File: src/sv/fplq_pkg.sv
// Shared types and constants for the five-level priority queue.
`default_nettype none

package fplq_pkg;

	localparam int DATA_W = 32;
	localparam int LVL_W  = 3;
	localparam int OCC_W  = 5;
	localparam int CAP_W  = 5;
	localparam int KIND_W = 2;
	localparam int STAT_W = 2;

	typedef enum logic [KIND_W-1:0] {
		KIND_ENQ   = 2'd0,
		KIND_FRONT = 2'd1,
		KIND_HIGH  = 2'd2,
		KIND_PEEK  = 2'd3
	} kind_t;

	typedef enum logic [STAT_W-1:0] {
		STAT_OK    = 2'd0,
		STAT_FULL  = 2'd1,
		STAT_BADLV = 2'd2,
		STAT_EMPTY = 2'd3
	} status_t;

	typedef enum logic [1:0] {
		S_IDLE = 2'b01,
		S_EXEC = 2'b10
	} state_t;

	// broadcast to every cell of the chain
	typedef struct packed {
		logic              load_en;
		logic              remove;
		logic              front;
		logic [LVL_W-1:0]  target;
		logic [DATA_W-1:0] wdata;
		logic [LVL_W-1:0]  wlevel;
	} cell_ctl_t;

endpackage

`default_nettype wire

File: src/sv/fplq_if.sv
// Request and response channel interfaces of the priority queue.
`default_nettype none

interface fplq_cmd_if import fplq_pkg::*; ();
	logic                     valid;
	logic                     ready;
	logic [KIND_W-1:0]        kind;
	logic signed [DATA_W-1:0] value;
	logic [LVL_W-1:0]         level;

	modport source (output valid, kind, value, level, input ready);
	modport sink   (input valid, kind, value, level, output ready);
endinterface

interface fplq_rsp_if import fplq_pkg::*; ();
	logic                     valid;
	logic                     ready;
	logic signed [DATA_W-1:0] data;
	logic [STAT_W-1:0]        status;
	logic [OCC_W-1:0]         occupancy;

	modport source (output valid, data, status, occupancy, input ready);
	modport sink   (input valid, data, status, occupancy, output ready);
endinterface

`default_nettype wire

File: src/sv/five_level_priority_queue.sv
// Five-level priority queue: requests in on cmd, one response each on rsp.
// cmd carries kind (enqueue, dequeue front, dequeue highest, peek), value and
// level; rsp returns data, status and occupancy after the request.
// Entries sit in a chain of DEPTH cells, oldest in cell 0. A request is taken
// in one cycle and executed the next: every cell compares its level with the
// highest level present (any occupied cell matches for a front dequeue), a
// hit flag ripples down the chain to pick the oldest match, and on a dequeue
// all cells at or behind it shift left by one in the same cycle. The response
// is valid in the cycle after the execute cycle; no new request is accepted
// until the previous one has executed on the single cell chain.
// The response sits in an output register; a new request is accepted while it
// waits only if rsp.ready is high in that cycle, so a stalled receiver holds
// the response and blocks cmd without losing anything.
// Reset empties the queue and clears capacity_limit (full depth); no clearing
// pass is needed, cell contents beyond the occupancy are never used.
// capacity_limit is at APB address 0; write it only while idle.
`default_nettype none

module five_level_priority_queue import fplq_pkg::*; #(
	parameter int DEPTH  = 16,
	parameter int LEVELS = 5
) (
	input  wire logic        clk,
	input  wire logic        arst_n,
	fplq_cmd_if.sink         cmd,
	fplq_rsp_if.source       rsp,
	input  wire logic        psel,
	input  wire logic        penable,
	input  wire logic        pwrite,
	input  wire logic [2:0]  paddr,
	input  wire logic [31:0] pwdata,
	output logic [31:0]      prdata,
	output logic             pready
);

	localparam int CW = $clog2(DEPTH + 1);
	localparam int LW = (CW > CAP_W) ? CW : CAP_W;

	state_t            state_q;
	logic [KIND_W-1:0] kind_q;
	logic [DATA_W-1:0] value_q;
	logic [LVL_W-1:0]  level_q;
	logic [CW-1:0]     total_q;
	logic [CAP_W-1:0]  cap_q;

	logic              rsp_valid_q;
	logic [DATA_W-1:0] rsp_data_q;
	logic [STAT_W-1:0] rsp_status_q;
	logic [OCC_W-1:0]  rsp_occ_q;

	logic              exec;
	logic              nonempty;
	logic              full;
	logic              lvl_ok;
	logic              enq_ok;
	logic              deq;
	logic [LW-1:0]     cap_x;
	logic [LW-1:0]     limit;
	logic [CW-1:0]     total_nx;
	logic [LVL_W-1:0]  highest;
	logic [LVL_W-1:0]  dec_level;
	logic [STAT_W-1:0] status_nx;
	logic [DATA_W-1:0] data_nx;
	cell_ctl_t         ctl;

	logic              hit  [DEPTH+1];
	logic [DATA_W-1:0] word [DEPTH+1];
	logic [DATA_W-1:0] cdata [DEPTH];
	logic [LVL_W-1:0]  clvl  [DEPTH];

	fplq_regs u_regs (
		.clk     (clk),
		.arst_n  (arst_n),
		.psel    (psel),
		.penable (penable),
		.pwrite  (pwrite),
		.paddr   (paddr),
		.pwdata  (pwdata),
		.prdata  (prdata),
		.pready  (pready),
		.cap_q   (cap_q)
	);

	assign cmd.ready = (state_q == S_IDLE) & (~rsp_valid_q | rsp.ready);
	assign exec      = (state_q == S_EXEC);

	// decode of the latched request
	assign cap_x    = LW'(cap_q);
	assign limit    = ((cap_q == '0) || (cap_x > LW'(DEPTH))) ? LW'(DEPTH) : cap_x;
	assign nonempty = (total_q != '0);
	assign full     = (LW'(total_q) >= limit);
	assign lvl_ok   = ({1'b0, level_q} < (LVL_W + 1)'(LEVELS));
	assign enq_ok   = (kind_q == KIND_ENQ) & ~full & lvl_ok;
	assign deq      = ((kind_q == KIND_FRONT) | (kind_q == KIND_HIGH)) & nonempty;

	assign ctl.load_en = exec & enq_ok;
	assign ctl.remove  = exec & deq;
	assign ctl.front   = (kind_q == KIND_FRONT);
	assign ctl.target  = highest;
	assign ctl.wdata   = value_q;
	assign ctl.wlevel  = level_q;

	assign dec_level = ctl.front ? clvl[0] : highest;

	fplq_lvl #(
		.DEPTH  (DEPTH),
		.LEVELS (LEVELS)
	) u_lvl (
		.clk       (clk),
		.arst_n    (arst_n),
		.inc       (ctl.load_en),
		.inc_level (level_q),
		.dec       (ctl.remove),
		.dec_level (dec_level),
		.highest   (highest)
	);

	assign hit[0]  = 1'b0;
	assign word[0] = '0;

	for (genvar g = 0; g < DEPTH; g++) begin : g_cell
		logic [DATA_W-1:0] nd;
		logic [LVL_W-1:0]  nl;

		if (g == DEPTH - 1) begin : g_last
			assign nd = cdata[g];
			assign nl = clvl[g];
		end else begin : g_mid
			assign nd = cdata[g+1];
			assign nl = clvl[g+1];
		end

		fplq_cell u_cell (
			.clk       (clk),
			.ctl       (ctl),
			.occ       (CW'(g) < total_q),
			.load      (CW'(g) == total_q),
			.hit_in    (hit[g]),
			.word_in   (word[g]),
			.nxt_data  (nd),
			.nxt_level (nl),
			.hit_out   (hit[g+1]),
			.word_out  (word[g+1]),
			.data_q    (cdata[g]),
			.level_q   (clvl[g])
		);
	end

	always_comb begin
		total_nx  = total_q;
		status_nx = STAT_OK;
		data_nx   = '0;
		unique case (kind_q)
			KIND_ENQ: begin
				if (full) begin
					status_nx = STAT_FULL;
				end else if (!lvl_ok) begin
					status_nx = STAT_BADLV;
				end else begin
					total_nx = total_q + CW'(1);
				end
			end
			KIND_FRONT, KIND_HIGH, KIND_PEEK: begin
				if (!nonempty) begin
					status_nx = STAT_EMPTY;
				end else begin
					data_nx = word[DEPTH];
					if (kind_q != KIND_PEEK) total_nx = total_q - CW'(1);
				end
			end
			default: begin
				status_nx = STAT_OK;
			end
		endcase
	end

	always_ff @(posedge clk or negedge arst_n) begin
		if (!arst_n) begin
			state_q     <= S_IDLE;
			total_q     <= '0;
			rsp_valid_q <= 1'b0;
		end else begin
			unique case (state_q)
				S_IDLE: begin
					if (rsp.ready) rsp_valid_q <= 1'b0;
					if (cmd.valid & cmd.ready) state_q <= S_EXEC;
				end
				S_EXEC: begin
					total_q     <= total_nx;
					rsp_valid_q <= 1'b1;
					state_q     <= S_IDLE;
				end
				default: begin
					state_q <= S_IDLE;
				end
			endcase
		end
	end

	always_ff @(posedge clk) begin
		if (cmd.valid & cmd.ready) begin
			kind_q  <= cmd.kind;
			value_q <= cmd.value;
			level_q <= cmd.level;
		end
		if (exec) begin
			rsp_data_q   <= data_nx;
			rsp_status_q <= status_nx;
			rsp_occ_q    <= OCC_W'(total_nx);
		end
	end

	assign rsp.valid     = rsp_valid_q;
	assign rsp.data      = rsp_data_q;
	assign rsp.status    = rsp_status_q;
	assign rsp.occupancy = rsp_occ_q;

endmodule

`default_nettype wire

File: src/sv/fplq_cell.sv
// One storage cell of the queue chain: holds an entry, shifts from its right neighbor.
`default_nettype none

module fplq_cell import fplq_pkg::*; (
	input  wire logic              clk,
	input  wire cell_ctl_t         ctl,
	input  wire logic              occ,
	input  wire logic              load,
	input  wire logic              hit_in,
	input  wire logic [DATA_W-1:0] word_in,
	input  wire logic [DATA_W-1:0] nxt_data,
	input  wire logic [LVL_W-1:0]  nxt_level,
	output logic                   hit_out,
	output logic [DATA_W-1:0]      word_out,
	output logic [DATA_W-1:0]      data_q,
	output logic [LVL_W-1:0]       level_q
);

	logic match;

	assign match    = occ & (ctl.front | (level_q == ctl.target));
	assign hit_out  = hit_in | match;
	// first matching cell drops its word onto the chain
	assign word_out = (match & ~hit_in) ? data_q : word_in;

	always_ff @(posedge clk) begin
		if (ctl.load_en & load) begin
			data_q  <= ctl.wdata;
			level_q <= ctl.wlevel;
		end else if (ctl.remove & hit_out) begin
			data_q  <= nxt_data;
			level_q <= nxt_level;
		end
	end

endmodule

`default_nettype wire

File: src/sv/fplq_lvl.sv
// Per-level entry counters and highest-present-level pick.
`default_nettype none

module fplq_lvl import fplq_pkg::*; #(
	parameter int DEPTH  = 16,
	parameter int LEVELS = 5
) (
	input  wire logic             clk,
	input  wire logic             arst_n,
	input  wire logic             inc,
	input  wire logic [LVL_W-1:0] inc_level,
	input  wire logic             dec,
	input  wire logic [LVL_W-1:0] dec_level,
	output logic [LVL_W-1:0]      highest
);

	localparam int CW  = $clog2(DEPTH + 1);
	localparam int LIW = (LEVELS > 1) ? $clog2(LEVELS) : 1;

	logic [CW-1:0] cnt_q [LEVELS];

	always_ff @(posedge clk or negedge arst_n) begin
		if (!arst_n) begin
			for (int i = 0; i < LEVELS; i++) cnt_q[i] <= '0;
		end else begin
			if (inc) cnt_q[inc_level[LIW-1:0]] <= cnt_q[inc_level[LIW-1:0]] + CW'(1);
			if (dec) cnt_q[dec_level[LIW-1:0]] <= cnt_q[dec_level[LIW-1:0]] - CW'(1);
		end
	end

	always_comb begin
		highest = '0;
		for (int i = 0; i < LEVELS; i++) begin
			if (cnt_q[i] != '0) highest = LVL_W'(i);
		end
	end

endmodule

`default_nettype wire

File: src/sv/fplq_regs.sv
// APB configuration register: capacity limit.
`default_nettype none

module fplq_regs import fplq_pkg::*; (
	input  wire logic        clk,
	input  wire logic        arst_n,
	input  wire logic        psel,
	input  wire logic        penable,
	input  wire logic        pwrite,
	input  wire logic [2:0]  paddr,
	input  wire logic [31:0] pwdata,
	output logic [31:0]      prdata,
	output logic             pready,
	output logic [CAP_W-1:0] cap_q
);

	localparam logic REG_CAP = 1'b0;

	assign pready = 1'b1;
	assign prdata = (paddr[2] == REG_CAP) ? {{(32-CAP_W){1'b0}}, cap_q} : 32'd0;

	always_ff @(posedge clk or negedge arst_n) begin
		if (!arst_n) begin
			cap_q <= '0;
		end else if (psel & penable & pwrite & pready & (paddr[2] == REG_CAP)) begin
			cap_q <= pwdata[CAP_W-1:0];
		end
	end

endmodule

`default_nettype wire

File: src/flat_wrapper.sv
// flat-port wrapper written by rule: the top's interface ports become plain ports
module five_level_priority_queue_flat import fplq_pkg::*;
#(
	parameter int DEPTH  = 16,
	parameter int LEVELS = 5
)
  (clk, arst_n, psel, penable, pwrite, paddr, pwdata, prdata, pready, cmd_valid, cmd_kind, cmd_value, cmd_level, cmd_ready, rsp_valid, rsp_data, rsp_status, rsp_occupancy, rsp_ready);
  fplq_cmd_if cmd_i ();
  fplq_rsp_if rsp_i ();
  input  wire logic clk;
  input  wire logic arst_n;
  input  wire logic psel;
  input  wire logic penable;
  input  wire logic pwrite;
  input  wire logic [2:0] paddr;
  input  wire logic [31:0] pwdata;
  output logic [31:0] prdata;
  output logic pready;
  input wire logic [$bits(cmd_i.valid)-1:0] cmd_valid;
  input wire logic [$bits(cmd_i.kind)-1:0] cmd_kind;
  input wire logic [$bits(cmd_i.value)-1:0] cmd_value;
  input wire logic [$bits(cmd_i.level)-1:0] cmd_level;
  output wire logic [$bits(cmd_i.ready)-1:0] cmd_ready;
  output wire logic [$bits(rsp_i.valid)-1:0] rsp_valid;
  output wire logic [$bits(rsp_i.data)-1:0] rsp_data;
  output wire logic [$bits(rsp_i.status)-1:0] rsp_status;
  output wire logic [$bits(rsp_i.occupancy)-1:0] rsp_occupancy;
  input wire logic [$bits(rsp_i.ready)-1:0] rsp_ready;
  assign cmd_i.valid = cmd_valid;
  assign cmd_i.kind = cmd_kind;
  assign cmd_i.value = cmd_value;
  assign cmd_i.level = cmd_level;
  assign cmd_ready = cmd_i.ready;
  assign rsp_valid = rsp_i.valid;
  assign rsp_data = rsp_i.data;
  assign rsp_status = rsp_i.status;
  assign rsp_occupancy = rsp_i.occupancy;
  assign rsp_i.ready = rsp_ready;
  five_level_priority_queue #(.DEPTH(DEPTH), .LEVELS(LEVELS)) u_core (.clk(clk), .arst_n(arst_n), .cmd(cmd_i), .rsp(rsp_i), .psel(psel), .penable(penable), .pwrite(pwrite), .paddr(paddr), .pwdata(pwdata), .prdata(prdata), .pready(pready));
endmodule
File: config.mk
export PLATFORM = sky130hd
export DESIGN_NAME = five_level_priority_queue_flat
export DESIGN_NICKNAME = d
export VERILOG_FILES = /design/src/sv/fplq_pkg.sv /design/src/sv/fplq_if.sv /design/src/sv/five_level_priority_queue.sv /design/src/sv/fplq_cell.sv /design/src/sv/fplq_lvl.sv /design/src/sv/fplq_regs.sv /design/src/flat_wrapper.sv
export SDC_FILE = /design/constraint.sdc
export NUM_CORES = 1
export LEC_CHECK = 0
export ABC_AREA = 1
export BUFFER_PORTS_ARGS = -buffer_cell sky130_fd_sc_hd__buf_2
export CAP_MARGIN = 10
export CORE_ASPECT_RATIO = 1.75
export CORE_UTILIZATION = 35
export CTS_BUF_LIST = sky130_fd_sc_hd__clkbuf_4 sky130_fd_sc_hd__clkbuf_8
export DETAILED_ROUTE_END_ITERATION = 6
export PLACE_DENSITY = 0.53
export SYNTH_ARGS = -nofsm -noshare
export SYNTH_HDL_FRONTEND = slang
export SYNTH_SLANG_ARGS = --single-unit
File: constraint.sdc
create_clock -name clk -period 5.1 [get_ports clk]
set_clock_uncertainty 0.05 [all_clocks]
set_input_delay 0.51 -clock clk [delete_from_list [all_inputs] [get_ports clk]]
set_output_delay 0.51 -clock clk [all_outputs]
set_load 0.03 [all_outputs]
# Yosys cells after proc, flatten, opt, wreduce, memory -nomap -nowiden

Cells that the tools add are included.

Register bits after elaboration: 674
Input port bits: 79
Logic and storage cells: 377

$add $sub $neg: 4
Order comparisons: 23
Equal/unequal tests: 39
Muxes and demuxes: 110
Bitwise operators: 124
Reductions and logical operators: 30

Operators with widths:

| kind                  | count |
|---|---|
| $mux W32              | 46 |
| $mux W3               | 34 |
| $and A1 B1 Y1         | 72 |
| $mux W5               | 12 |
| $bwmux W25            | 2 |
| $mux W25              | 2 |
| $eq A3 B3 Y1          | 16 |
| $eq A4 B5 Y1 const A  | 8 |
| $lt A4 B5 Y1 const A  | 8 |
| $or A1 B1 Y1          | 32 |
| $reduce_bool A2 Y1    | 16 |
| $bmux W5 S3           | 2 |
| $demux W5 S3          | 2 |
| $reduce_bool A5 Y1    | 5 |
| $eq A3 B5 Y1 const A  | 4 |
| $lt A3 B5 Y1 const A  | 4 |
| $not A1 Y1            | 18 |
| $add A5 B1 Y5 const B | 2 |
| $eq A2 B5 Y1 const A  | 2 |
| $logic_not A5 Y1      | 2 |
| $lt A1 B5 Y1 const A  | 2 |
| $lt A2 B5 Y1 const A  | 2 |
| $mux W2               | 5 |
| $pmux W5 S2           | 1 |
| 19 further kinds      | 31 |

# Longest topological paths before layout

Gate-level depths: netlist (run 1).

Depth after elaboration: 25
Depth in mapped cells: 27
Mapped depth without buffers: 25

# By module

From an unflattened synthesis (run 1), not the netlist that was laid out.

Cells, all modules: 3978
Area total of the unflattened synthesis: 39698.1 um2

Modules (own cells, without submodules):

| module                    | instances | cells each | area an instance (um2) |
|---|---|---|---|
| fplq_cell                 | 16        | 203        | 2088.3 |
| five_level_priority_queue | 1         | 366        | 3818.7 |
| fplq_lvl                  | 1         | 299        | 1990.7 |
| fplq_regs                 | 1         | 65         | 476.7 |

# Worst setup path before layout (run 1)

Ideal clock, no wire load.

Path kind: register to register
From: register u_core.u_lvl.cnt_q[9] (netlist bit)
To: register u_core.g_cell[12].u_cell.data_q[0] (enable)
Library setup time: 0.476 ns
Arrival: 4.765 ns
Required time: 4.574 ns
Slack: -0.190 ns
Cell stages (with the launch flop): 16
Buffers on the path: 4
Clock period less this slack: 5.290 ns
Path through: dfrtp_1 inv_1 nand3_1 nor2_2 nand2_2 nand2_2 buf_2 buf_2 o2111ai_1 a21oi_1 inv_1 nand4_1 nor2_4 buf_6 buf_4 o21ai_0

Cells in the longest elaborated chain, start to end: 20
Elaborated cells between the ends (all ways): 56

Ends and longest elaborated chain:

| element                           | RTL line        | source |
|---|---|---|
| from (decl)                       | fplq_lvl.sv:20  | `logic [CW-1:0] cnt_q [LEVELS];` |
| from (signal, indexed assignment) | fplq_lvl.sv:26  | `if (inc) cnt_q[inc_level[LIW-1:0]] <= cnt_q[inc_level[LIW-1:0]] + CW'(1);` |
| from (signal, indexed assignment) | fplq_lvl.sv:27  | `if (dec) cnt_q[dec_level[LIW-1:0]] <= cnt_q[dec_level[LIW-1:0]] - CW'(1);` |
| $reduce_bool A5 Y1 *              | fplq_lvl.sv:34  | `if (cnt_q[i] != '0) highest = LVL_W'(i);` |
| $mux W3 * (2 in a row)            | fplq_lvl.sv:34  |  |
| $eq A3 B3 Y1                      | fplq_cell.sv:21 | `assign match = occ & (ctl.front \| (level_q == ctl.target));` |
| $or A1 B1 Y1                      | fplq_cell.sv:21 |  |
| $and A1 B1 Y1                     | fplq_cell.sv:21 |  |
| $or A1 B1 Y1 (11 in a row)        | fplq_cell.sv:22 | `assign hit_out = hit_in \| match;` |
| $or A1 B1 Y1 *                    | fplq_cell.sv:22 |  |
| $and A1 B1 Y1 *                   | fplq_cell.sv:30 | `end else if (ctl.remove & hit_out) begin` |
| $reduce_bool A2 Y1 (no line) *    | --              |  |
| to (signal assigned)              | fplq_cell.sv:28 | `data_q <= ctl.wdata;` |
| to (signal assigned)              | fplq_cell.sv:31 | `data_q <= nxt_data;` |
| to (decl)                         | fplq_cell.sv:15 | `output logic [DATA_W-1:0] data_q,` |

Every way passes the cells marked *; elsewhere a longest branch is shown, timed or not.
A chain may end at the register's enable or synchronous reset.

# Final worst setup path (run 1)

From: register u_core.u_lvl.cnt_q[2] (netlist bit)
To: register u_core.rsp_data_q[13], in the netlist u_core.rsp.data[13], data pin

Cells in the longest elaborated chain, start to end: 22
Elaborated cells between the ends (all ways): 110

Ends and longest elaborated chain:

| element                                           | RTL line                         | source |
|---|---|---|
| $reduce_bool A5 Y1 *                              | fplq_lvl.sv:34                   |  |
| $mux W3 *                                         | fplq_lvl.sv:34                   |  |
| $eq A3 B3 Y1                                      | fplq_cell.sv:21                  |  |
| $or A1 B1 Y1                                      | fplq_cell.sv:21                  |  |
| $and A1 B1 Y1                                     | fplq_cell.sv:21                  |  |
| $not A1 Y1 / $or A1 B1 Y1 (equally long branches) | fplq_cell.sv:24, fplq_cell.sv:22 |  |
| $and A1 B1 Y1 (tied with other cells)             | fplq_cell.sv:24                  | `assign word_out = (match & ~hit_in) ? data_q : word_in;` |
| $mux W32 (tied with other cells) (13 in a row)    | fplq_cell.sv:24                  |  |
| $mux W32 / $and A1 B1 Y1 (equally long branches)  | fplq_cell.sv:24                  |  |
| $mux W32 *                                        | fplq_cell.sv:24                  |  |
| to (signal assigned)                              | five_level_priority_queue.sv:207 | `rsp_data_q <= data_nx;` |
| to (decl)                                         | five_level_priority_queue.sv:47  | `logic [DATA_W-1:0] rsp_data_q;` |

Marks and branches as above.

==> results.py, run 1 <==
metrics = {
    "floorplanning": {
        "initial_core_util_pct": 35.4,
        "die_area_sq_um": 96600,
        "num_rows": 149,
        "core-area_sq_um": 94300,
        "die-height_microns": 410,
        "die_x_microns": 235,
        "io_pins": 153,
    },
    "cells_and_area": {
        "drive_gt1_share_pct": 10.3,
        "fin_nets": 3795,
        "areaGrowthSynthToFinish_pct": 12.3,
        "finish.instance_area_sq_um": 37500,
        "stdcell_count": 4989,
    },
    "power_and_ir_drop": {
        "peakVddDrop_uv": 366,
        "p_per_area_nw_per_um2": 514,
        "cellLeakagePower_uw": 0.0153,
    },
    "drt": {
        "vias": 24600,
        "drc_errors": 0,
        "firstDrtPassIters": 5,
        "wl_per_cell_microns": 16.2,
        "via_per_inst": 4.93,
        "ant_nets": 0,
        "drt-total-wl_microns": 81100,
        "dr.first_iter.drc_count": 1600,
    },
    "clock_tree": {
        "cts_tree": "done",
        "cts_resized": 0,
        "clk_path_buf_depth": 3,
        "root_buffer": "clkbuf_8",
        "htree_levels": 3,
        "clk_pin_slew_worst_paths_ns": 0.06,
        "cts_buffers": 102,
        "clkLatencyLatePin_ns": 0.75,
        "hold_buffers": 46,
        "cts_setup_buffers": 0,
        "cts.sinks": 674,
    },
    "critical_path": {
        "crit_arrival_ns": 4.95,
        "cp-end-kind": "flip-flop",
        "cp-start-kind": "flip-flop",
        "r2r-start": "u_core.u_lvl.cnt_q[2]$_DFF_PN0_",
        "rrSetupSlack_ns": 0.59,
        "critPathKind": "flip-flop to flip-flop",
        "critPathMaxFanout": 64,
        "worstSetupStartpoint": "u_core.u_lvl.cnt_q[2]$_DFF_PN0_",
        "crit_required_ns": 5.54,
    },
    "yosys": {
        "syn_avg_cell_area_sq_um": 9.23,
        "synthesis.area_sq_um": 33400,
        "async_flop_share_pct": 5.64,
        "yosys_warnings": 0,
        "yosys_register_bits": 674,
        "synth_edf_count": 636,
        "yosysTopAreaCellShare_pct": 57.2,
        "syn_inst": 3616,
        "synth_area_leader_cell": "edfxtp_1",
        "synth_flop_cell": "edfxtp_1",
        "yosys-top-cells-area": "edfxtp_1 57%, nand2_1 9.8%, o21ai_0 9.3%",
        "synth.distinct_cells": 50,
        "synth-seq-area-share_pct": 60.1,
    },
    "timing": {
        "final.min_clock_period_ns": 4.51,
        "setup_viol": 0,
        "final_hold_viol_count": 0,
        "slew_headroom_pct": 21.1,
        "worst_slew_pin_slew_ns": 1.18,
        "slew_violations": 0,
        "rsz0062_at_grt": "false",
        "fmax_mhz": 222,
        "fin_crit_sh_pct": 88.4,
    },
    "grt": {
        "first_global_vias": 23800,
        "antenna_found_initial": 2,
        "grt_max_degree": 71,
        "grt_overflow": 0,
        "grt_use_total_pct": 16.8,
        "grt_pass1_wl_microns": 131000,
    },
    "placed_design": {
        "dp_cells": 4756,
        "globalplace.congestion": 0.864,
        "portBuffers": 95,
        "dp_hpwl_microns": 57700,
        "post_dp_cell_area_sq_um": 35000,
    },
    "min_path": {
        "hold_start": "pwrite",
        "min_path_type": "input pin to flip-flop",
    },
    "status": {
        "status": "complete, no violations",
    },
    "job": {
        "maxCapViolCount": 0,
    },
}
state kept, by name (all words and copies together) (netlist names):
name                          flops
u_core.rsp.occupancy              5
u_core.level_q                    3
u_core.rsp.status                 2
u_core.u_lvl.cnt_q               25
u_core.u_regs.cap_q               5
u_core.value_q                   32
u_core.state_q                    2
u_core.rsp.valid                  1
u_core.rsp.data                  32
u_core.total_q                    5
u_core.kind_q                     2
u_core.g_cell.u_cell.data_q     512
u_core.g_cell.u_cell.level_q     48
cell usage in the layout, fill, tap and decap left out, types with 46 or more instances in the layout:
master         count
nand2_1          864
o21ai_0          609
edfxtp_1         636
nor2_1           339
nand3_1          306
a21oi_1           74
dlygate4sd3_1     46
inv_1            260
clkbuf_8         106
nand4_1           52
buf_2             95
buf_4             63
per-stage QoR:
| step | TNS (ns) | setup slack, ns | util [%] | hold slack (ns) | power (uW) |
|---|---|---|---|---|---|
| after CTS | 0 | 0.629 | 39.7 | 0.146 | 19500 |
| final | 0 | 0.590 | 39.7 | 0.236 | 19300 |
| after floorplan | -16.79 | -0.0534 | - | 0.164 | 12400 |
| after global routing | 0 | 0.252 | 39.7 | 0.197 | 20600 |
| after global placement | 0 | 0.649 | 37.1 | 0.381 | 15000 |
| after detailed placement | 0 | 0.654 | 37.1 | 0.382 | 15000 |
layout make-up:
| class | count | area [sq um] |
|---|---|---|
| fillers | 9418 | 56900 |
| flip-flops and latches | 674 | 20100 |
| multi-input cells | 2444 | 11400 |
| clock buffers | 148 | 1770 |
| well taps | 1208 | 1510 |
| repair buffers | 209 | 1510 |
| inverters | 268 | 1010 |
| clock inverters | 37 | 175 |
| diodes | 1 | 2.50 |
layer usage:
layer  vias up  GRT usage, %  wire length, microns
met2       516          31.6                 42800
met1     11500          19.0                 33000
met4         0          5.98                  2190
met3       120          2.56                  3000
met5         -             0                     0
li1      12500             -                     -
cell families (layout without fill, tap and decap cells):
family	count (synthesis)	in the layout	share of synthesized area [%]
DFF	674	674	60.1
AOI/OAI and AO/OA	749	749	11.6
other	2	29	0.0225
adders and majority gates	17	17	0.638
xor gates and xnor gates	27	27	0.709
and+or+nand+nor	1623	1623	20.4
buffers and inverters	524	662	6.53
worst max-delay path, stage by stage (launching register included):
cell and delay (ns):
dfrtp_1 0.43, nor2_2 0.17, nand2_1 0.10, nor2_4 0.35, nand2_2 0.10, buf_4 0.24, nand2_1 0.09, nand2_1 0.05
nand2_1 0.08, nand2_1 0.05, nand2_1 0.23, nand4_1 0.15, nor2_2 0.30, nand4_1 0.20, nor2_1 0.28, nand4_1 0.25
nor2_4 0.27, nand4_4 0.09, buf_4 0.33, o21ai_0 0.25, nor2_1 0.12
synth_stat cells (7+ instances only):
library cell  instances
clkbuf_1            189
ha_1                 17
buf_4                35
buf_1                 7
nor2_1              344
xnor2_1               8
nor3_1               13
a21oi_1              75
nand4_1              52
nand2_1             871
inv_1               261
nand2_2               8
xor2_1               19
buf_2                18
o21ai_1               9
o211ai_1             10
o21ai_0             619
dfrtp_1              37
o22ai_1               9
edfxtp_1            636
nand3_1             310
report_power, final:
part / total [uW] / leakage, uW / internal (uW) / switching (uW)
combinational: 7690 / 0.00798 / 2090 / 5590
clock: 4390 / 0.00103 / 2230 / 2160
sequential: 7180 / 0.00625 / 6880 / 302
total: 19300 / 0.0153 / 11200 / 8050
final timing paths:
| kind | end | depth (start not counted) |
|---|---|---|
| worst min register to register | u_core.g_cell[15].u_cell.data_q[31]$_DFFE_PP_ | 0 |
| min in group asynchronous | u_core.state_q[1]$_DFFE_PN0P_ | 2 |
| worst max-delay path | u_core.rsp.data[13]$_SDFFCE_PN0P_ | 20 |
| max in group asynchronous | u_core.u_lvl.cnt_q[0]$_DFF_PN0_ | 2 |
| worst max register to register | u_core.rsp.data[13]$_SDFFCE_PN0P_ | 20 |
| worst min-delay path | u_core.u_regs.cap_q[0]$_DFFE_PN0P_ | 3 |
(Power assumes the default switching activity.)
==> inputs of run 2 (changes only) <==
--- a/config.mk
+++ b/config.mk
@@ -13,6 +13,7 @@
 export CTS_BUF_LIST = sky130_fd_sc_hd__clkbuf_4 sky130_fd_sc_hd__clkbuf_8
 export DETAILED_ROUTE_END_ITERATION = 6
 export PLACE_DENSITY = 0.53
+export RECOVER_POWER = 25
 export SYNTH_ARGS = -nofsm -noshare
 export SYNTH_HDL_FRONTEND = slang
 export SYNTH_SLANG_ARGS = --single-unit
==> results.py, run 2 (same netlist as run 1, synthesis figures left out) <==
metrics = {
    "clock_tree": {
        "cts_resized": 0,
        "cts.sinks": 674,
        "cts_tree": "done",
        "cts_setup_buffers": 0,
        "hold_buffers": 46,
        "cts_buffers": 102,
        "clk_pin_slew_worst_paths_ns": 0.07,
        "clkLatencyLatePin_ns": 0.75,
        "root_buffer": "clkbuf_8",
        "clk_path_buf_depth": 3,
        "htree_levels": 3,
    },
    "cells_and_area": {
        "register_area_sq_um": 20100,
        "final_cell_mix": "867 x nand2_1, 636 x edfxtp_1, 609 x o21ai_0, 339 x nor2_1, 307 x nand3_1",
        "largest_register": "u_core.g_cell.u_cell.data_q",
        "fillCellCount": 9440,
        "fin_nets": 3795,
        "areaGrowthSynthToFinish_pct": 11.9,
        "final_common_cell": "nand2_1",
        "drive_gt1_share_pct": 8.62,
        "largest_reg_flops": 512,
        "multi_input_area_sq_um": 11400,
        "largest_registers": "u_core.g_cell.u_cell.data_q x512, u_core.g_cell.u_cell.level_q x48",
    },
    "power_and_ir_drop": {
        "p_per_area_nw_per_um2": 515,
        "power_switching_uw": 8040,
        "clkPwrFrac_pct": 22.9,
        "switching_share_pct": 41.8,
        "cellLeakagePower_uw": 0.0151,
        "p_comb_share_pct": 39.7,
        "power_frac_seq_pct": 37.4,
        "peakVddDrop_uv": 364,
        "fin_total_pwr_uw": 19200,
        "internal_power_uw": 11200,
    },
    "timing": {
        "finalSetupTns_ns": 0,
        "slew_violations": 128,
        "holdWs_ns": 0.237,
        "rsz0062_at_grt": "false",
        "final.min_clock_period_ns": 4.42,
        "worst_slew_pin_slew_ns": 3.21,
        "fin_crit_sh_pct": 86.8,
        "final_hold_viol_count": 0,
        "postLayoutSetupSlackWorst_ns": 0.676,
        "slew_headroom_pct": -114,
        "fmax_mhz": 226,
        "setup_viol": 0,
    },
    "min_path": {
        "whs_path_depth": 3,
        "min_path_type": "input pin to flip-flop",
        "hold_end": "u_core.u_regs.cap_q[0]$_DFFE_PN0P_",
        "hold_start": "pwrite",
    },
    "drt": {
        "dr.first_iter.drc_count": 1563,
        "via_per_inst": 4.92,
        "vias": 24600,
        "wl_per_cell_microns": 16.2,
        "drt-total-wl_microns": 81000,
        "drc_errors": 0,
        "firstDrtPassIters": 5,
        "ant_nets": 0,
    },
    "grt": {
        "grt_pass1_wl_microns": 131000,
        "first_global_vias": 23800,
        "grt_overflow": 0,
        "grt_max_degree": 71,
        "antenna_found_initial": 2,
        "grt_use_total_pct": 16.8,
    },
    "floorplanning": {
        "die_x_microns": 235,
        "num_rows": 149,
        "initial_core_util_pct": 35.4,
        "io_pins": 153,
        "die-height_microns": 410,
        "die_area_sq_um": 96600,
        "core-area_sq_um": 94300,
    },
    "critical_path": {
        "cp-end-kind": "flip-flop",
        "rr_worst_depth": 17,
        "cp_common_cell": "nor2_1",
        "regToRegEndpoint": "u_core.g_cell[9].u_cell.data_q[20]$_DFFE_PP_",
        "critPathMaxFanout": 33,
        "r2r-start": "u_core.u_regs.cap_q[0]$_DFFE_PN0P_",
        "cp_cell_sequence": "inv_1 > nand4_1 > ha_1 > inv_1 > nand2_1 > ha_1 > a21oi_1 > nor2_1 > a2111oi_0 > nand2_1 > nor2_1 > nand3_1 > clkbuf_1 > nor2_1 > nand2_2 > o21ai_4 > buf_4",
        "critPathKind": "flip-flop to flip-flop",
        "rrSetupSlack_ns": 0.68,
        "critPathSlowestCell": "nor2_1",
        "crit_arrival_ns": 4.84,
        "crit_required_ns": 5.52,
        "critPathMaxStageDelay_ns": 0.42,
        "cp-start-kind": "flip-flop",
    },
    "job": {
        "maxCapViolCount": 3,
    },
    "placed_design": {
        "dp_hpwl_microns": 57700,
        "preCtsSetupSlack_ns": 0.654,
        "portBuffers": 95,
        "globalplace.congestion": 0.864,
    },
    "status": {
        "status": "complete, but fails checks",
        "violations": "capacitance limit, slew limit",
    },
}
[run 2: changes by cell type in the layout (fill, tap and decap cells not counted), sizes merged]
cell and delta:
clkbuf +58, buf -58
[run 2: worst max-delay path by stage]
stage,startpoint,end,slack [ns],cells past startpoint
after floorplan,u_core.total_q[1]$_DFFE_PN0P_,u_core.g_cell[3].u_cell.data_q[0]$_DFFE_PP_,-0.05,9
after global placement,u_core.u_lvl.cnt_q[2]$_DFF_PN0_,u_core.rsp.data[13]$_SDFFCE_PN0P_,0.65,20
after detailed placement,u_core.u_lvl.cnt_q[2]$_DFF_PN0_,u_core.rsp.data[19]$_SDFFCE_PN0P_,0.65,20
after CTS,u_core.u_lvl.cnt_q[2]$_DFF_PN0_,u_core.rsp.data[13]$_SDFFCE_PN0P_,0.63,20
after global routing,u_core.u_lvl.cnt_q[2]$_DFF_PN0_,u_core.rsp.data[13]$_SDFFCE_PN0P_,0.37,20
final,u_core.u_regs.cap_q[0]$_DFFE_PN0P_,u_core.g_cell[9].u_cell.data_q[20]$_DFFE_PP_,0.68,17
[run 2: power groups by stage]
stage / Combinational [uW] / Clock (uW) / Sequential [uW]
floorplan: 5040 / 0 / 7360
global placement: 7670 / 0 / 7280
detailed placement: 7680 / 0 / 7290
CTS: 7750 / 4560 / 7180
global route: 8540 / 4750 / 7250
finish: 7630 / 4390 / 7190
[run 2: critical path: cells and delay by family (launching register included)]
family / cells / cell delay, ns
AND/OR/NAND/NOR: 8 / 1.38
AO/OA/AOI/OAI: 3 / 0.90
buffers and inverters: 4 / 0.81
adder cells (fa/ha/maj): 2 / 0.60
flip-flops: 1 / 0.36
[run 2: cell type report]
| class | count | share of cell area, % |
|---|---|---|
| flip-flops and latches | 674 | 53.7 |
| multi-input cells | 2444 | 30.5 |
| clock buffers | 148 | 4.75 |
| well taps | 1208 | 4.05 |
| repair buffers | 209 | 3.78 |
| inverters | 268 | 2.70 |
| clock inverters | 37 | 0.469 |
| diodes | 1 | 0.00671 |
[run 2: metrics by stage]
stage | cell area (sq um) | util (%) | cells
6_report | 37300 | 39.6 | 4989
5_1_grt | 37300 | 39.6 | 4989
4_1_cts | 37400 | 39.7 | 4987
3_5_place_dp | 35000 | 37.1 | 4756
3_3_place_gp | 35000 | 37.1 | 4756
2_1_floorplan | 33500 | - | 3642
[run 2: routing by layer]
layer	routed length, microns	part of all wire (%)	GRT usage [%]	vias to the layer above
met5	0	0	0	-
met2	42800	53	31.6	446
met1	33200	41	19.0	11500
met3	2800	3.5	2.56	120
met4	2170	2.7	5.98	0
li1	-	-	-	12500
==> inputs of run 3 (changes only) <==
--- a/config.mk
+++ b/config.mk
@@ -12,6 +12,7 @@
 export CORE_UTILIZATION = 35
 export CTS_BUF_LIST = sky130_fd_sc_hd__clkbuf_4 sky130_fd_sc_hd__clkbuf_8
 export DETAILED_ROUTE_END_ITERATION = 6
+export MAX_ROUTING_LAYER = met4
 export PLACE_DENSITY = 0.53
 export RECOVER_POWER = 25
 export SYNTH_ARGS = -nofsm -noshare
==> results.py, run 3 (same netlist as run 1, synthesis figures left out) <==
metrics = {
    "status": {
        "status": "complete, but fails checks",
        "violations": "capacitance limit, slew limit",
    },
    "floorplanning": {
        "io_pins": 153,
        "die_area_sq_um": 96600,
        "num_rows": 149,
        "die-height_microns": 410,
        "initial_core_util_pct": 35.4,
        "die_x_microns": 235,
        "core-area_sq_um": 94300,
    },
    "power_and_ir_drop": {
        "fin_total_pwr_uw": 19200,
        "cellLeakagePower_uw": 0.0151,
        "p_per_area_nw_per_um2": 514,
        "peakVddDrop_uv": 370,
    },
    "timing": {
        "rsz0062_at_grt": "false",
        "setup_viol": 0,
        "final.min_clock_period_ns": 4.67,
        "fmax_mhz": 214,
        "worst_slew_pin_slew_ns": 3.07,
        "slew_headroom_pct": -105,
        "finalSetupTns_ns": 0,
        "final_hold_viol_count": 0,
        "slew_violations": 156,
        "fin_crit_sh_pct": 91.6,
        "postLayoutSetupSlackWorst_ns": 0.426,
    },
    "critical_path": {
        "cp_common_cell": "nor2_1",
        "rrSetupSlack_ns": 0.43,
        "cp-end-kind": "flip-flop",
        "worstSetupStartpoint": "u_core.u_lvl.cnt_q[2]$_DFF_PN0_",
        "crit_required_ns": 5.52,
        "crit_arrival_ns": 5.09,
        "r2r-start": "u_core.u_lvl.cnt_q[2]$_DFF_PN0_",
        "critPathKind": "flip-flop to flip-flop",
        "cp_cell_sequence": "nor2_1 > nand2_1 > nor2_4 > buf_4 > nand3_1 > nand2_1 > nor2_1 > nand2_1 > nand2_2 > nand2_4 > nand4_1 > nor2_2 > nand4_1 > nor2_1 > nand4_1 > nor2_4 > nand4_4 > buf_4 > o21ai_0 > nor2_1",
        "critPathMaxStageDelay_ns": 0.44,
        "cp-start-kind": "flip-flop",
        "critPathSlowestCell": "dfrtp_1",
        "critPathMaxFanout": 64,
    },
    "cells_and_area": {
        "fillCellCount": 9488,
        "drive_gt1_share_pct": 8.35,
        "fin_nets": 3792,
        "areaGrowthSynthToFinish_pct": 11.8,
        "finish.utilization_pct": 39.5,
        "register_area_sq_um": 20100,
        "largest_reg_flops": 512,
        "final_cell_mix": "866 x nand2_1, 636 x edfxtp_1, 609 x o21ai_0, 340 x nor2_1, 306 x nand3_1",
        "largest_register": "u_core.g_cell.u_cell.data_q",
        "multi_input_area_sq_um": 11400,
        "final_common_cell": "nand2_1",
        "largest_registers": "u_core.g_cell.u_cell.data_q x512, u_core.g_cell.u_cell.level_q x48",
    },
    "min_path": {
        "hold_start": "pwrite",
        "min_path_type": "input pin to flip-flop",
    },
    "drt": {
        "drc_errors": 0,
        "vias": 24500,
        "drt-total-wl_microns": 80600,
        "ant_nets": 0,
        "dr.first_iter.drc_count": 1344,
        "via_per_inst": 4.92,
        "firstDrtPassIters": 5,
        "wl_per_cell_microns": 16.2,
    },
    "clock_tree": {
        "clk_pin_slew_worst_paths_ns": 0.06,
        "hold_buffers": 46,
        "cts.sinks": 674,
        "cts_tree": "done",
        "clkLatencyLatePin_ns": 0.75,
        "htree_levels": 3,
        "cts_resized": 0,
        "cts_buffers": 102,
        "clk_path_buf_depth": 3,
        "cts_setup_buffers": 0,
        "root_buffer": "clkbuf_8",
    },
    "grt": {
        "first_global_vias": 23800,
        "grt_overflow": 0,
        "grt_max_degree": 71,
        "grt_pass1_wl_microns": 130000,
        "antenna_found_initial": 1,
        "grt_use_total_pct": 17.2,
    },
    "placed_design": {
        "portBuffers": 95,
        "preCtsSetupSlack_ns": 0.483,
        "dp_hpwl_microns": 57600,
        "globalplace.congestion": 0.857,
    },
    "job": {
        "maxCapViolCount": 4,
    },
}
[run 3: power by group]
group | internal, uW | switching [uW]
Clock | 2270 | 2130
Sequential | 6890 | 300
Combinational | 2040 | 5550
[run 3: worst max-delay path: cells and delay by family (launching register included)]
family	cells	cell delay, ns
DFF	1	0.44
AOI/OAI and AO/OA	1	0.26
and+or+nand+nor	17	2.92
buffers and inverters	2	0.65
[run 3: path summary, 6_finish.rpt]
check / end / cells past startpoint
max: u_core.rsp.data[13]$_SDFFCE_PN0P_ / 20
min: u_core.u_regs.cap_q[4]$_DFFE_PN0P_ / 3
max reg2reg: u_core.rsp.data[13]$_SDFFCE_PN0P_ / 20
min reg2reg: u_core.g_cell[15].u_cell.data_q[11]$_DFFE_PP_ / 0
max in group asynchronous: u_core.u_lvl.cnt_q[24]$_DFF_PN0_ / 2
min in group asynchronous: u_core.state_q[1]$_DFFE_PN0P_ / 2
[run 3: through the flow]
| step | area, sq um | cells | hold slack [ns] |
|---|---|---|---|
| after CTS | 37400 | 4979 | 0.165 |
| after global routing | 37300 | 4980 | 0.241 |
| after detailed placement | 35000 | 4754 | 0.383 |
| after global placement | 35000 | 4754 | 0.382 |
| after floorplan | 33500 | 3642 | 0.164 |
| final | 37300 | 4981 | 0.241 |
[run 3: per-layer routing]
layer  track usage (%)  part of all wire [%]  vias to the layer above
li1                  -                     -                    12500
met1              18.9                    41                    11500
met2              31.6                    53                      465
met3              2.44                   3.5                      121
met4              5.79                   2.6                        0
met5                 -                     0                        -
[run 3: cell type report]
class	instances	area share [%]
multi-input combinational	2444	30.6
antenna	2	0.0134
inverter	268	2.70
clock inverter	39	0.604
timing repair buffer	206	3.69
tap	1208	4.05
clock buffer	140	4.61
sequential	674	53.8
